$ cat src/sv/pbmd_pkg.sv
// ----------------------------------------------------------------------------
// pbmd_pkg
// Shared types and constants of the PCM byte to mono downmix block.
// ----------------------------------------------------------------------------
package pbmd_pkg;

  // configuration register indexes
  localparam int unsigned CFG_IDX_W = 2;
  localparam logic [CFG_IDX_W-1:0] REG_WIDTH_MODE = 2'd0;
  localparam logic [CFG_IDX_W-1:0] REG_CHANNELS   = 2'd1;

  localparam int unsigned CFG_DATA_W = 4;
  localparam int unsigned MODE_W     = 2;
  localparam int unsigned CNT_W      = 4;
  localparam int unsigned SAMPLE_W   = 16;
  localparam int unsigned BYTE_W     = 8;

  localparam int unsigned DEF_MAX_CHANNELS = 8;

  // width mode codes; the unused code falls back to 8-bit
  localparam logic [MODE_W-1:0] MODE_U8  = 2'd0;
  localparam logic [MODE_W-1:0] MODE_S16 = 2'd1;
  localparam logic [MODE_W-1:0] MODE_S24 = 2'd2;

  localparam logic [CNT_W-1:0] CNT_ONE = 4'd1;

  typedef struct packed {
    logic [MODE_W-1:0] width_mode;
    logic [CNT_W-1:0]  channels;    // effective count, 1..max
  } cfg_t;

  typedef enum logic [1:0] {
    BK_IDLE,
    BK_DIV,
    BK_EMIT
  } bk_state_t;

endpackage

$ cat src/sv/pbmd_front.sv
// ----------------------------------------------------------------------------
// pbmd_front
// Assembles samples from bytes, sums the channels of a frame and pushes each
// finished frame sum into the queue.
// ----------------------------------------------------------------------------
module pbmd_front #(
  parameter int unsigned SUM_W = 19
) (
  input  logic                       clk,
  input  logic                       rst_n,
  input  pbmd_pkg::cfg_t             cfg,
  input  logic                       cfg_clear,
  input  logic                       in_tvalid,
  output logic                       in_tready,
  input  logic [pbmd_pkg::BYTE_W-1:0] in_tdata,   // [7:0] raw_byte
  input  logic                       in_tlast,    // end_of_data
  input  logic                       q_full,
  output logic                       q_push,
  output logic [SUM_W-1:0]           q_data
);
  import pbmd_pkg::*;

  logic [1:0]          byte_pos_r, byte_pos_nxt;
  logic [BYTE_W-1:0]   partial_r, partial_nxt;
  logic [CNT_W-1:0]    chan_pos_r, chan_pos_nxt;
  logic [SUM_W-1:0]    sum_r, sum_nxt;

  logic                accept;
  logic [1:0]          last_pos;
  logic                have_sample;
  logic                frame_end;
  logic [SAMPLE_W-1:0] sample;
  logic [SUM_W-1:0]    sum_add;

  assign in_tready = !q_full;
  assign accept    = in_tvalid && in_tready;

  always_comb begin
    if (cfg.width_mode == MODE_S16) begin
      last_pos = 2'd1;
    end else if (cfg.width_mode == MODE_S24) begin
      last_pos = 2'd2;
    end else begin
      last_pos = 2'd0;
    end
  end

  assign have_sample = (byte_pos_r >= last_pos);
  assign frame_end   = have_sample && (chan_pos_r >= (cfg.channels - CNT_ONE));

  // 8-bit: (b - 128) * 256 is the byte with its top bit flipped, in the high half
  assign sample  = (last_pos == 2'd0) ? {in_tdata ^ 8'h80, 8'h00} : {in_tdata, partial_r};
  assign sum_add = sum_r + SUM_W'($signed(sample));

  assign q_push = accept && frame_end;
  assign q_data = sum_add;

  always_comb begin
    byte_pos_nxt = byte_pos_r;
    partial_nxt  = partial_r;
    chan_pos_nxt = chan_pos_r;
    sum_nxt      = sum_r;
    if (accept) begin
      if (have_sample) begin
        byte_pos_nxt = 2'd0;
        partial_nxt  = '0;
        if (frame_end) begin
          chan_pos_nxt = '0;
          sum_nxt      = '0;
        end else begin
          chan_pos_nxt = chan_pos_r + CNT_ONE;
          sum_nxt      = sum_add;
        end
      end else begin
        byte_pos_nxt = byte_pos_r + 2'd1;
        partial_nxt  = in_tdata;
      end
      if (in_tlast) begin
        byte_pos_nxt = 2'd0;
        partial_nxt  = '0;
        chan_pos_nxt = '0;
        sum_nxt      = '0;
      end
    end
    if (cfg_clear) begin
      byte_pos_nxt = 2'd0;
      partial_nxt  = '0;
      chan_pos_nxt = '0;
      sum_nxt      = '0;
    end
  end

  always_ff @(posedge clk) begin
    if (!rst_n) begin
      byte_pos_r <= 2'd0;
      partial_r  <= '0;
      chan_pos_r <= '0;
      sum_r      <= '0;
    end else begin
      byte_pos_r <= byte_pos_nxt;
      partial_r  <= partial_nxt;
      chan_pos_r <= chan_pos_nxt;
      sum_r      <= sum_nxt;
    end
  end

  a_byte_pos_range: assert property (@(posedge clk) disable iff (!rst_n)
    byte_pos_r != 2'd3)
    else $error("byte position out of range");

  a_push_has_room: assert property (@(posedge clk) disable iff (!rst_n)
    q_push |-> !q_full)
    else $error("frame pushed into full queue");

  a_first_byte_after_last: assert property (@(posedge clk) disable iff (!rst_n)
    (accept && in_tlast) |=> (byte_pos_r == 2'd0 && chan_pos_r == '0))
    else $error("state not cleared after end of data");

endmodule

$ cat src/sv/pbmd_fifo.sv
// ----------------------------------------------------------------------------
// pbmd_fifo
// Short queue of frame sums between the byte front end and the divider.
// ----------------------------------------------------------------------------
module pbmd_fifo #(
  parameter int unsigned WIDTH = 19,
  parameter int unsigned DEPTH = 2
) (
  input  logic             clk,
  input  logic             rst_n,
  input  logic             push,
  input  logic [WIDTH-1:0] push_data,
  input  logic             pop,
  output logic [WIDTH-1:0] pop_data,
  output logic             full,
  output logic             empty
);
  localparam int unsigned PTR_W = (DEPTH > 1) ? $clog2(DEPTH) : 1;
  localparam int unsigned CNT_W = $clog2(DEPTH + 1);

  logic [WIDTH-1:0] mem_r [DEPTH];
  logic [PTR_W-1:0] wr_ptr_r, wr_ptr_nxt;
  logic [PTR_W-1:0] rd_ptr_r, rd_ptr_nxt;
  logic [CNT_W-1:0] count_r, count_nxt;
  logic             do_push, do_pop;

  assign full     = (count_r == CNT_W'(DEPTH));
  assign empty    = (count_r == '0);
  assign do_push  = push && !full;
  assign do_pop   = pop && !empty;
  assign pop_data = mem_r[rd_ptr_r];

  always_comb begin
    wr_ptr_nxt = wr_ptr_r;
    rd_ptr_nxt = rd_ptr_r;
    count_nxt  = count_r;
    if (do_push) begin
      wr_ptr_nxt = (wr_ptr_r == PTR_W'(DEPTH - 1)) ? '0 : wr_ptr_r + PTR_W'(1);
    end
    if (do_pop) begin
      rd_ptr_nxt = (rd_ptr_r == PTR_W'(DEPTH - 1)) ? '0 : rd_ptr_r + PTR_W'(1);
    end
    if (do_push && !do_pop) begin
      count_nxt = count_r + CNT_W'(1);
    end else if (do_pop && !do_push) begin
      count_nxt = count_r - CNT_W'(1);
    end
  end

  always_ff @(posedge clk) begin
    if (!rst_n) begin
      wr_ptr_r <= '0;
      rd_ptr_r <= '0;
      count_r  <= '0;
    end else begin
      wr_ptr_r <= wr_ptr_nxt;
      rd_ptr_r <= rd_ptr_nxt;
      count_r  <= count_nxt;
    end
  end

  always_ff @(posedge clk) begin
    if (do_push) begin
      mem_r[wr_ptr_r] <= push_data;
    end
  end

  a_count_bound: assert property (@(posedge clk) disable iff (!rst_n)
    count_r <= CNT_W'(DEPTH))
    else $error("queue count beyond depth");

  a_no_pop_empty: assert property (@(posedge clk) disable iff (!rst_n)
    pop |-> !empty)
    else $error("pop from empty queue");

  a_count_tracks: assert property (@(posedge clk) disable iff (!rst_n)
    (do_push && !do_pop) |=> count_r == $past(count_r) + CNT_W'(1))
    else $error("queue count did not follow push");

endmodule

$ cat src/sv/pbmd_back.sv
// ----------------------------------------------------------------------------
// pbmd_back
// Divides each frame sum by the channel count, one quotient bit a cycle,
// truncating toward zero, and holds the result in the output register.
// ----------------------------------------------------------------------------
module pbmd_back #(
  parameter int unsigned SUM_W = 19
) (
  input  logic                          clk,
  input  logic                          rst_n,
  input  logic [pbmd_pkg::CNT_W-1:0]    divisor,
  input  logic                          q_empty,
  input  logic [SUM_W-1:0]              q_data,
  output logic                          q_pop,
  output logic                          out_tvalid,
  input  logic                          out_tready,
  output logic [pbmd_pkg::SAMPLE_W-1:0] out_tdata    // [15:0] mono_sample
);
  import pbmd_pkg::*;

  localparam int unsigned STEP_W = $clog2(SUM_W + 1);

  bk_state_t         state_r, state_nxt;
  logic [SUM_W-1:0]  dq_r;       // dividend shifting out, quotient shifting in
  logic [CNT_W-1:0]  rem_r;
  logic              neg_r;
  logic [STEP_W-1:0] step_r;
  logic              out_valid_r;
  logic [SAMPLE_W-1:0] out_data_r;

  logic              load, step, emit;
  logic              slot_free;
  logic              last_step;
  logic [CNT_W:0]    rem_sh;
  logic              ge;
  logic [SUM_W-1:0]  mag;
  logic [SUM_W-1:0]  result;

  assign slot_free = !out_valid_r || out_tready;
  assign last_step = (step_r == STEP_W'(SUM_W - 1));
  assign rem_sh    = {rem_r, dq_r[SUM_W-1]};
  assign ge        = (rem_sh >= {1'b0, divisor});
  assign mag       = q_data[SUM_W-1] ? (~q_data + SUM_W'(1)) : q_data;
  assign result    = neg_r ? (~dq_r + SUM_W'(1)) : dq_r;

  always_comb begin
    state_nxt = state_r;
    case (state_r)
      BK_IDLE: begin
        if (!q_empty) begin
          state_nxt = BK_DIV;
        end
      end
      BK_DIV: begin
        if (last_step) begin
          state_nxt = BK_EMIT;
        end
      end
      BK_EMIT: begin
        if (slot_free) begin
          state_nxt = BK_IDLE;
        end
      end
      default: state_nxt = BK_IDLE;
    endcase
  end

  always_comb begin
    load = 1'b0;
    step = 1'b0;
    emit = 1'b0;
    case (state_r)
      BK_IDLE: load = !q_empty;
      BK_DIV:  step = 1'b1;
      BK_EMIT: emit = slot_free;
      default: ;
    endcase
  end

  assign q_pop = load;

  always_ff @(posedge clk) begin
    if (!rst_n) begin
      state_r     <= BK_IDLE;
      out_valid_r <= 1'b0;
    end else begin
      state_r <= state_nxt;
      if (emit) begin
        out_valid_r <= 1'b1;
      end else if (out_tready) begin
        out_valid_r <= 1'b0;
      end
    end
  end

  always_ff @(posedge clk) begin
    if (load) begin
      dq_r   <= mag;
      rem_r  <= '0;
      neg_r  <= q_data[SUM_W-1];
      step_r <= '0;
    end else if (step) begin
      dq_r   <= {dq_r[SUM_W-2:0], ge};
      rem_r  <= ge ? CNT_W'(rem_sh - {1'b0, divisor}) : rem_sh[CNT_W-1:0];
      step_r <= step_r + STEP_W'(1);
    end
    if (emit) begin
      out_data_r <= result[SAMPLE_W-1:0];
    end
  end

  assign out_tvalid = out_valid_r;
  assign out_tdata  = out_data_r;

  a_step_bound: assert property (@(posedge clk) disable iff (!rst_n)
    (state_r == BK_DIV) |-> step_r < STEP_W'(SUM_W))
    else $error("divider step count overrun");

  a_pop_only_idle: assert property (@(posedge clk) disable iff (!rst_n)
    q_pop |=> state_r == BK_DIV)
    else $error("pop did not start a division");

  a_emit_sets_valid: assert property (@(posedge clk) disable iff (!rst_n)
    emit |=> out_valid_r)
    else $error("result not presented after division");

endmodule

$ cat src/sv/pcm_bytes_to_mono_downmix.sv
// ----------------------------------------------------------------------------
// pcm_bytes_to_mono_downmix
// Interleaved little-endian PCM bytes to a channel-averaged 16-bit mono stream.
// ----------------------------------------------------------------------------
// Bytes are taken at one per cycle whenever the two-entry frame queue has
// room; the front end assembles 8/16/24-bit samples and sums a frame. Each
// frame sum is divided by the channel count in a shared bit-serial divider
// that loads a sum from the queue, works out the quotient bit by bit and
// emits the result before it takes the next sum, so with short frames the
// divider sets the sustained rate of frames, and with longer frames
// the byte input runs at one byte per cycle. tlast on a byte marks the end
// of data: that byte is processed and any unfinished frame is dropped.
// A write to the width-mode or channel register clears the frame state and
// takes effect at once; write it only while no frame is in flight.
// ----------------------------------------------------------------------------
module pcm_bytes_to_mono_downmix #(
  parameter int unsigned MAX_CHANNELS = pbmd_pkg::DEF_MAX_CHANNELS
) (
  input  logic                              clk,
  input  logic                              rst_n,
  input  logic                              in_tvalid,
  output logic                              in_tready,
  input  logic [pbmd_pkg::BYTE_W-1:0]       in_tdata,    // [7:0] raw_byte
  input  logic                              in_tlast,    // end_of_data
  output logic                              out_tvalid,
  input  logic                              out_tready,
  output logic [pbmd_pkg::SAMPLE_W-1:0]     out_tdata,   // [15:0] mono_sample
  input  logic                              cfg_valid,
  output logic                              cfg_ready,
  input  logic [pbmd_pkg::CFG_IDX_W-1:0]    cfg_index,
  input  logic [pbmd_pkg::CFG_DATA_W-1:0]   cfg_data
);
  import pbmd_pkg::*;

  localparam int unsigned SUM_W   = SAMPLE_W + $clog2(MAX_CHANNELS);
  localparam int unsigned MAX_EFF = (MAX_CHANNELS > 15) ? 15 : MAX_CHANNELS;
  localparam int unsigned Q_DEPTH = 2;

  logic [MODE_W-1:0] mode_r;
  logic [CNT_W-1:0]  chan_r;
  logic              cfg_wr;
  logic              cfg_clear;
  cfg_t              cfg;

  logic              q_push, q_pop, q_full, q_empty;
  logic [SUM_W-1:0]  q_wdata, q_rdata;

  assign cfg_ready = 1'b1;
  assign cfg_wr    = cfg_valid && cfg_ready;
  assign cfg_clear = cfg_wr && (cfg_index == REG_WIDTH_MODE || cfg_index == REG_CHANNELS);

  always_ff @(posedge clk) begin
    if (!rst_n) begin
      mode_r <= MODE_S16;
      chan_r <= CNT_ONE;
    end else if (cfg_wr) begin
      case (cfg_index)
        REG_WIDTH_MODE: mode_r <= cfg_data[MODE_W-1:0];
        REG_CHANNELS:   chan_r <= cfg_data[CNT_W-1:0];
        default: ;
      endcase
    end
  end

  // zero means one channel, above the maximum saturates
  always_comb begin
    cfg.width_mode = mode_r;
    if (chan_r == '0) begin
      cfg.channels = CNT_ONE;
    end else if (chan_r > CNT_W'(MAX_EFF)) begin
      cfg.channels = CNT_W'(MAX_EFF);
    end else begin
      cfg.channels = chan_r;
    end
  end

  pbmd_front #(
    .SUM_W (SUM_W)
  ) u_front (
    .clk       (clk),
    .rst_n     (rst_n),
    .cfg       (cfg),
    .cfg_clear (cfg_clear),
    .in_tvalid (in_tvalid),
    .in_tready (in_tready),
    .in_tdata  (in_tdata),
    .in_tlast  (in_tlast),
    .q_full    (q_full),
    .q_push    (q_push),
    .q_data    (q_wdata)
  );

  pbmd_fifo #(
    .WIDTH (SUM_W),
    .DEPTH (Q_DEPTH)
  ) u_fifo (
    .clk       (clk),
    .rst_n     (rst_n),
    .push      (q_push),
    .push_data (q_wdata),
    .pop       (q_pop),
    .pop_data  (q_rdata),
    .full      (q_full),
    .empty     (q_empty)
  );

  pbmd_back #(
    .SUM_W (SUM_W)
  ) u_back (
    .clk        (clk),
    .rst_n      (rst_n),
    .divisor    (cfg.channels),
    .q_empty    (q_empty),
    .q_data     (q_rdata),
    .q_pop      (q_pop),
    .out_tvalid (out_tvalid),
    .out_tready (out_tready),
    .out_tdata  (out_tdata)
  );

  a_mode_range: assert property (@(posedge clk) disable iff (!rst_n)
    cfg_clear |=> (cfg.channels != '0))
    else $error("effective channel count is zero");

  a_cfg_no_effect_beyond: assert property (@(posedge clk) disable iff (!rst_n)
    (cfg_wr && !cfg_clear) |=> ($stable(mode_r) && $stable(chan_r)))
    else $error("write beyond the register list changed a register");

  a_chan_bound: assert property (@(posedge clk) disable iff (!rst_n)
    cfg.channels <= CNT_W'(MAX_EFF))
    else $error("effective channel count above maximum");

endmodule

$ cat config.mk
export PLATFORM = sky130hd
export DESIGN_NAME = pcm_bytes_to_mono_downmix
export DESIGN_NICKNAME = d
export VERILOG_FILES = /design/src/sv/pbmd_pkg.sv /design/src/sv/pbmd_front.sv /design/src/sv/pbmd_fifo.sv /design/src/sv/pbmd_back.sv /design/src/sv/pcm_bytes_to_mono_downmix.sv
export SDC_FILE = /design/constraint.sdc
export NUM_CORES = 1
export LEC_CHECK = 0
export BUFFER_PORTS_ARGS = -buffer_cell sky130_fd_sc_hd__buf_2
export CORE_MARGIN = 2
export CORE_UTILIZATION = 25
export CTS_CLUSTER_DIAMETER = 40
export DETAILED_ROUTE_END_ITERATION = 10
export PLACE_DENSITY_LB_ADDON = 0.08
export SETUP_SLACK_MARGIN = 0.2
export SYNTH_ARGS = -nofsm -noshare
export SYNTH_HDL_FRONTEND = slang
export SYNTH_SLANG_ARGS = --single-unit
$ cat constraint.sdc
create_clock -name clk -period 3.3 [get_ports clk]
set_input_delay 0 -clock clk [delete_from_list [all_inputs] [get_ports clk]]
set_output_delay 0 -clock clk [all_outputs]
set_load 0.1 [all_outputs]
# After elaboration in Yosys (flattened, before gate mapping)
# Memories as Yosys holds them, arrays and structs flattened. A register that Yosys moved wholly into a read port is not among the register bits.
# Cells that the tools add are included.
totals:
  register_bits: 91
  latch_bits: 0
  ramBits: 38
  mem_bits_ro: 0
  in_bits: 20
  out_inout_bits: 19
  word_cells: 113
  mem_count: 1
mem_list:
  columns: ["memory", "words", "word_bits", "rd", "rd_ports_with_merged_regs", "wr", "line_no", "source"]
  rows:
  - ["u_fifo.mem_r", 2, 19, 1, 1, 1, "pbmd_fifo.sv:21", "logic [WIDTH-1:0] mem_r [DEPTH];"]
classes:
  n_addsub: 12
  mul: 0
  div: 0
  magnitude_cmp: 4
  n_eq_ne: 10
  shifts: 0
  muxes: 37
  bitwise_logic: 4
  reduce_logical: 29
ops:
  columns: ["op", "n"]
  rows:
  - ["2-to-1 mux 19 bit", 6]
  - ["2-to-1 mux 16 bit", 2]
  - ["2-to-1 mux 4 bit", 6]
  - ["adder 19 x 1 -> 19 bit (second input constant)", 1]
  - ["adder 19 bit", 1]
  - ["NOT 19 bit", 1]
  - ["2-to-1 mux 2 bit", 9]
  - ["adder 16 x 1 -> 16 bit (second input constant)", 1]
  - ["2-to-1 mux 8 bit", 2]
  - ["NOT 16 bit", 1]
  - ["2-to-1 mux 1 bit", 11]
  - ["logical AND 1 bit", 8]
  - ["logical NOT 2 bit", 4]
  - ["nonzero test 2 bit", 4]
  - ["== test 2 x 1 -> 1 bit (second input constant)", 3]
  - ["== test 2 bit (second input constant)", 3]
  - ["one-hot mux 2 bit (3 select lines)", 1]
  - ["AND reduction 2 bit", 3]
  - ["adder 5 x 1 -> 5 bit (second input constant)", 1]
  - ["== test 5 bit (second input constant)", 1]
  - ["greater-or-equal comparator 5 x 4 -> 1 bit", 1]
  - ["logical NOT 1 bit", 5]
  - ["adder 2 x 1 -> 2 bit (second input constant)", 2]
  - ["adder 4 x 1 -> 4 bit (second input constant)", 1]
  - ["other kinds (14)", 18]

# Logic depth before layout (Yosys ltp)
# Gate-level depths: netlist of run 1.
logic_depth:
  depth_word: 12
  depth_mapped: 15
  mapped_depth_nobuf: 15

# Hierarchy
# From an unflattened synthesis of run 1, not the netlist that was laid out.
hier_totals:
  cells_unflattened: 655
  hier_area_um2: 7035.5
modules_own_cells:
  columns: ["mod", "instances", "cells_each", "area_per_inst_um2", "seq_area_each_um2"]
  rows:
  - ["pbmd_back", 1, 266, 2762.6, 1321.3]
  - ["pbmd_front", 1, 271, 2368.5, 660.6]
  - ["pbmd_fifo", 1, 84, 1601.5, 1241.2]
  - ["pcm_bytes_to_mono_downmix", 1, 34, 302.8, 120.1]

# Worst setup path before layout of run 1
# OpenSTA, ideal clock, no wires.
synth_timing:
  kind: "reg-to-reg"
  startpoint: "register u_fifo.count_r[0]"
  endpoint: "memory u_fifo.mem_r[0][0], enable pin"
  arrival_time_ps: 3129
  path_slack_ps: -250
  stages_incl_launch_ff: 5
  n_path_buf: 1
  synth_period_minus_slack_ps: 3550
  path_cell_list: "dfxtp_1 nand2b_1 nand2_1 clkbuf_1 nor3_1"
synth_via:
  elab_chain_cells: 7
synth_lines:
  columns: ["element", "line_no", "source"]
  rows:
  - ["start: declaration", "pbmd_fifo.sv:24", "logic [CNT_W-1:0] count_r, count_nxt;"]
  - ["start signal: assignment", "pbmd_fifo.sv:58", "count_r <= count_nxt;"]
  - ["== test 2 bit *", "pbmd_fifo.sv:27", "assign full = (count_r == CNT_W'(DEPTH));"]
  - ["logical NOT 1 bit *", "pbmd_front.sv:35", "assign in_tready = !q_full;"]
  - ["named net in_tready", "pcm_bytes_to_mono_downmix.sv:22", "output logic in_tready,"]
  - ["logical AND 1 bit", "pbmd_front.sv:36", "assign accept = in_tvalid && in_tready;"]
  - ["logical AND 1 bit", "pbmd_front.sv:55", "assign q_push = accept && frame_end;"]
  - ["logical AND 1 bit *", "pbmd_fifo.sv:29", "assign do_push = push && !full;"]
  - ["2-to-1 mux 1 bit *", "pbmd_fifo.sv:63", "if (do_push) begin"]
  - ["2-to-1 mux 1 bit (implied by the code) *", "pbmd_fifo.sv:64", "mem_r[wr_ptr_r] <= push_data;"]
  - ["end: declaration", "pbmd_fifo.sv:21", null]
# Mark *: on every way through the listed nets, which the timed path passes. The rest lies on a longest branch.

# Final worst setup path of run 1
layout_timing:
  startpoint: "register mode_r[0]"
  endpoint: "memory u_fifo.mem_r[0][17], data pin"
layout_via:
  elab_chain_cells: 6
  word_cells_on_any_way: 7
  cone_classes: "add/sub: 1; eq/ne: 2; mux: 3; reduce/logical: 1"
layout_lines:
  columns: ["element", "line_no", "source"]
  rows:
  - ["start: declaration", "pcm_bytes_to_mono_downmix.sv:39", "logic [MODE_W-1:0] mode_r;"]
  - ["start signal: assignment", "pcm_bytes_to_mono_downmix.sv:58", "REG_WIDTH_MODE: mode_r <= cfg_data[MODE_W-1:0];"]
  - ["== test 2 bit", "pbmd_front.sv:41", "end else if (cfg.width_mode == MODE_S24) begin"]
  - ["2-to-1 mux 2 bit", "pbmd_front.sv:41", null]
  - ["2-to-1 mux 2 bit *", "pbmd_front.sv:39", "if (cfg.width_mode == MODE_S16) begin"]
  - ["logical NOT 2 bit *", "pbmd_front.sv:52", "assign sample = (last_pos == 2'd0) ? {in_tdata ^ 8'h80, 8'h00} : {in_tdata, partial_r};"]
  - ["2-to-1 mux 16 bit *", "pbmd_front.sv:52", null]
  - ["adder 19 bit *", "pbmd_front.sv:53", "assign sum_add = sum_r + SUM_W'($signed(sample));"]
  - ["named net q_wdata[17]", "pcm_bytes_to_mono_downmix.sv:46", "logic [SUM_W-1:0] q_wdata, q_rdata;"]
# Marked as above.

==> impl_metrics.toml, run 1 <==
[clocking]
clockBufferDepth = 2
clkTransAtPathRegs_ns = 0.06
numCtsBuffers = 17
cts_root_buf = "clkbuf_16"
cts_tree = "yes"
cts.sinks = 130
cts_max_level = 4
post_cts_buffers = 0
clk_latency_ns = 0.42

[route]
routedWlPerCell_um = 14.2
drc = 0
antenna_left = 0
num_vias = 4983
drtIter0Drc = 184
viasPerCell = 4.44
drt_pre_antenna_iters = 5
totalWireLength_um = 16000

[critical_path]
path_max_fanout = 6
arrival_ns = 3.10
required_ns = 3.47
end_kind = "register"
setup.worst_path.class = "reg -> reg"
crit_path_start_kind = "register"

[synthesis]
synth_cells = 673
synth_warnings = 0
syn_area_um2 = 6930
synth-main-ff-cell = "edfxtp_1"
synth-edff-count = 74
synth_seq_cells = 130
avgSynthCellArea_um2 = 10.3
ys_types = 62
async_flop_share_pct = 0
ys_seq_area_share_pct = 48.3

[timing]
fin_crit_ns = 2.93
tightest_slew_ns = 0.797
rsz0062_at_grt = "no"
fin_skew_ns = 0.0108
timing.hold.ws_ns = 0.128
max_freq_ghz = 0.341
slew_violations = 0
tns_ns = 0
period_share_pct = 88.8
maxSlewHeadroom_pct = 46.7
fin_ws_ns = 0.369
hold_viol = 0
setup_viol = 0

[status]
outcome = "finished, final reports clean"

[place]
placed_area_um2 = 7570
place_congestion = 0.764
portBuffers = 37
hpwlAfterDp_um = 11700
dp_slack_ns = 0.185

[layout]
layout_commonest_cell = "edfxtp_1"
antenna_cells = 0
drive_above_1_share_pct = 14.2
layout_common_cells = "edfxtp_1, nand2_1, dfxtp_1, nor2_1, buf_2"
nets = 797
syn_to_final_growth_pct = 21.7
stdcell_area_um2 = 8430

[grt]
grt_max_degree = 38
grt-ovfl-total = 0
grtUsageTotal_pct = 11.5
grt_pass1_wl_um = 26000
grt_pass1_vias = 4881
antenna_found_initial = 0

[floorplan]
ios = 39
core_region_area_um2 = 27100
die_area_um2 = 29100
initial_core_util_pct = 25.6
die_h_um = 170
rows = 60
die_w_um = 170

[pwr]
power_mw = 5.95
power_density_nw_per_um2 = 705
leakage_nw = 3.16
peakVddDrop_mv = 0.296

[hold_path]
hp-class = "in -> reg"

[run]
maxCapViolCount = 0
worst paths after layout:
check | from | slack, ns | cells after the start | endpoint
setup / recovery | mode_r[0] | 0.37 | 11 | u_fifo.mem_r[0][17]
hold reg to reg | u_back.rem_r[3] | 0.48 | 2 | u_back.rem_r[3]
setup reg to reg | mode_r[0] | 0.37 | 11 | u_fifo.mem_r[0][17]
hold / removal | cfg_valid | 0.13 | 4 | u_front.byte_pos_r[1]
registers in the layout (all words and copies together), names as in the netlist, 2 cells and up, named ones only:
name / cells
mode_r: 2
chan_r: 4
u_back.out_tdata: 16
u_back.rem_r: 4
u_back.state_r: 2
u_front.byte_pos_r: 2
u_front.sum_r: 19
u_fifo.mem_r: 38
u_fifo.count_r: 2
u_back.dq_r: 19
u_front.partial_r: 8
u_front.chan_pos_r: 4
u_back.step_r: 5
metal layers:
layer | track usage [%] | vias up | wire length (um)
met1 | 15.4 | 2334 | 8150
met4 | 3.72 | 0 | 215
met2 | 18.3 | 63 | 7170
li1 | - | 2574 | -
met3 | 2.67 | 12 | 462
met5 | 0 | - | 0
Yosys cell counts, drive strengths merged (3+ instances only):
master  instances  share of area [%]
a31oi           3               0.27
or3             5               0.45
a22o           13                1.6
nor3           18                1.5
xor2           22                2.8
ha             37                6.7
nand3b          4               0.43
o41ai           4               0.61
clkbuf         18               0.99
and2            8               0.72
a22oi          11                1.2
buf             9               0.87
nor2           52                2.8
a21boi          5               0.54
nand4           8               0.72
o21bai          3               0.33
o31ai           8                1.1
xnor2          34                4.3
a21oi          35                2.6
or4             4               0.49
inv            23                1.2
a311o           3               0.43
o21a            4               0.43
nor2b          21                1.9
edfxtp         74                 32
nand2          56                3.0
mux2i          22                3.2
nand2b          8               0.72
dfxtp          56                 16
o21ai          51                3.8
nor3b           4               0.43
a21o            9               0.98
nand3          15                1.1
mux2            4               0.65
o211ai          3               0.33
area by class of cell:
cell class	count	area, um^2
inverter	23	86.3
multi-input combinational	494	3440
clock inverter	14	164
clock buffer	18	429
tap	372	465
sequential	130	3340
timing repair buffer	72	500
fill	2809	18700
through the flow:
stage	std cells	util [%]
6_report	1123	31.1
5_1_grt	1123	31.1
4_1_cts	1123	31.0
3_5_place_dp	1070	27.9
3_3_place_gp	1070	27.9
2_1_floorplan	674	-
power by group:
group / leakage (nW) / total, mW / switching [mW] / internal, mW
registers: 1.14 / 2.34 / 0.224 / 2.11
logic: 1.75 / 1.68 / 0.993 / 0.682
clock network: 0.276 / 1.94 / 0.751 / 1.18
total: 3.16 / 5.95 / 1.97 / 3.98
worst max-delay path, cell delays in order, from the launching register on:
cell and delay [ns]:
dfxtp_1 0.34, inv_1 0.09, ha_4 0.27, buf_4 0.15
nor2b_1 0.12, ha_1 0.31, a21oi_1 0.22, o211ai_1 0.14
nand4_1 0.20, a21oi_1 0.13, or4_1 0.51, and2_1 0.19
repair_timing:
action	4_1_cts	5_1_grt
endpoints found under the hold margin	24	0
gates resized for setup	3	10
pin swaps	0	3
hold buffers	21	0
setup endpoints to repair	5	21
cell families (layout without fill, tap and decap cells):
family	count (synthesis)	in the layout	synth area share [%]
adders and majority gates	39	39	7.26
and+or+nand+nor	210	210	15.0
xor gates and xnor gates	56	56	7.08
buffers and inverters	50	127	3.11
AOI/OAI and AO/OA	161	161	15.4
muxes	26	26	3.88
DFF	130	130	48.3
other	1	2	0.0541
Power figures use the tool's default switching activity.
==> run 2, diff against run 1 <==
--- a/config.mk
+++ b/config.mk
@@ -8,6 +8,7 @@
 export BUFFER_PORTS_ARGS = -buffer_cell sky130_fd_sc_hd__buf_2
 export CORE_MARGIN = 2
 export CORE_UTILIZATION = 25
+export CTS_BUF_LIST = sky130_fd_sc_hd__clkbuf_4
 export CTS_CLUSTER_DIAMETER = 40
 export DETAILED_ROUTE_END_ITERATION = 10
 export PLACE_DENSITY_LB_ADDON = 0.08
==> constraint.sdc (replaced) <==
create_clock -name clk -period 3.3 [get_ports clk]
set_input_delay 0.33 -clock clk [delete_from_list [all_inputs] [get_ports clk]]
set_output_delay 0.33 -clock clk [all_outputs]
set_load 0.1 [all_outputs]
==> run 2 against run 1 <==
Compared with the run above:
- global-route usage fell by 0.15 points
- wire length down 1.8%
- power shrank 13%
- first-iteration DRC count stayed put
- die area stayed put
- clock power shrank 39%
- sequential power about the same
- register-to-register slack worse by 0.02 ns
==> impl_metrics.toml, run 2 (synthesis gave the netlist of run 1 again) <==
[clocking]
numCtsBuffers = 17
clkTransAtPathRegs_ns = 0.13
cts_tree = "yes"
cts_max_level = 4
cts_root_buf = "clkbuf_4"
cts.sinks = 130
clk_latency_ns = 0.53
clockBufferDepth = 2

[critical_path]
arrival_ns = 3.23
ff2ff_path_depth = 13
path_max_fanout = 5
crit_path_start_kind = "register"
critPathLaunch = "mode_r[0]"
r2r_end = "u_fifo.mem_r[0][16]"
r2r_setup_slack_ns = 0.34
setup.worst_path.class = "reg -> reg"
end_kind = "register"
required_ns = 3.58
rr_startpoint = "mode_r[0]"

[timing]
setup_viol = 0
fin_ws_ns = 0.345
max_freq_ghz = 0.338
period_share_pct = 89.5
timing.hold.ws_ns = 0.0692
maxSlewHeadroom_pct = 46.2
hold_viol = 0
fin_skew_ns = 0.0269
tns_ns = 0
slew_violations = 0
tightest_slew_ns = 0.804
fin_crit_ns = 2.96
rsz0062_at_grt = "yes"

[floorplan]
rows = 60
die_h_um = 170
core_region_area_um2 = 27100
ios = 39
initial_core_util_pct = 25.6
die_area_um2 = 29100
die_w_um = 170

[layout]
multi_input_area_um2 = 3480
syn_to_final_growth_pct = 15.4
nFillCells = 2827
nets = 779
stdcell_count = 1106
largest_register_ffs = 38
layout_commonest_cell = "edfxtp_1"
seq_area_um2 = 3340
largestRegisters = "u_fifo.mem_r: 38 flops, u_back.dq_r: 19 flops, u_front.sum_r: 19 flops"
post-route-util_pct = 29.5
drive_above_1_share_pct = 15.6
layout_common_cells = "edfxtp_1, nand2_1, dfxtp_1, nor2_1, buf_2"
stdcell_area_um2 = 7990
top_register = "u_fifo.mem_r"

[grt]
grt_max_degree = 38
antenna_found_initial = 1
grt-ovfl-total = 0
grtUsageTotal_pct = 11.4
grt_pass1_vias = 4838
grt_pass1_wl_um = 25700

[route]
drc = 0
viasPerCell = 4.41
drtIter0Drc = 184
totalWireLength_um = 15700
routedWlPerCell_um = 14.2
num_vias = 4875
drt_pre_antenna_iters = 6
antenna_left = 0

[hold_path]
hold_path_end = "chan_r[3]"
hp-class = "in -> reg"
hold_depth = 3
hp-start = "cfg_data[3]"

[place]
hpwlAfterDp_um = 11700
placed_area_um2 = 7570
post-place-cells = 1070
portBuffers = 37
dp_slack_ns = 0.185
place_congestion = 0.764

[status]
outcome = "finished, final reports clean"

[pwr]
power.clock.fraction_pct = 22.7
power_mw = 5.17
comb_power_share_pct = 32.2
power_frac_seq_pct = 45.1
switching_share_pct = 36.0
p_int_mw = 3.31
power_switching_mw = 1.86
power_density_nw_per_um2 = 647
peakVddDrop_mv = 0.242
leakage_nw = 3.00

[run]
maxCapViolCount = 0
run 2: power groups by stage:
stage          Sequential [mW]  Clock [mW]  Combinational [mW]
6_report                  2.33        1.18                1.66
5_1_grt                   2.38        1.30                1.91
4_1_cts                   2.34        1.23                1.69
3_5_place_dp              2.38           0                1.68
3_3_place_gp              2.37           0                1.66
2_1_floorplan             2.29           0                1.36
run 2: layout make-up:
class / instances / area share (%)
diodes: 1 / 0.0313
clock buffers: 18 / 1.69
clock inverters: 14 / 2.05
inverters: 23 / 1.08
multi-input cells: 494 / 43.5
flip-flops and latches: 130 / 41.8
well taps: 372 / 5.82
repair buffers: 54 / 3.94
run 2: worst max-delay path by stage:
stage	endpoint	slack, ns	cells past startpoint
6_report	u_fifo.mem_r[0][16]	0.34	13
5_1_grt	u_fifo.mem_r[0][16]	0.17	13
4_1_cts	u_fifo.mem_r[1][16]	0.20	13
3_5_place_dp	u_fifo.mem_r[0][18]	0.18	13
3_3_place_gp	u_fifo.mem_r[0][18]	0.25	13
2_1_floorplan	u_fifo.mem_r[0][18]	0.31	13
run 2: what timing repair did:
item,CTS,global route
hold endpoints to repair,0,1
hold buffers,0,1
setup endpoints to repair,6,21
pin swaps,0,7
gates resized for setup,4,15
setup buffers,0,2
run 2: worst max-delay path: stages, from the launching register on:
cell and delay, ns:
dfxtp_2 0.35, inv_1 0.07, ha_4 0.27, buf_4 0.15, nor2b_1 0.13, ha_1 0.30
a21oi_1 0.19, nor2b_1 0.06, a311o_1 0.37, buf_4 0.18, a211oi_4 0.28, o21ai_2 0.12
a21oi_2 0.14, xnor2_1 0.08
run 2: metal layers:
| layer | GRT usage (%) | routed length [um] | vias up |
|---|---|---|---|
| li1 | - | - | 2536 |
| met1 | 15.2 | 7980 | 2272 |
| met2 | 18.2 | 7090 | 59 |
| met3 | 2.67 | 443 | 8 |
| met4 | 3.20 | 180 | 0 |
| met5 | 0 | 0 | - |
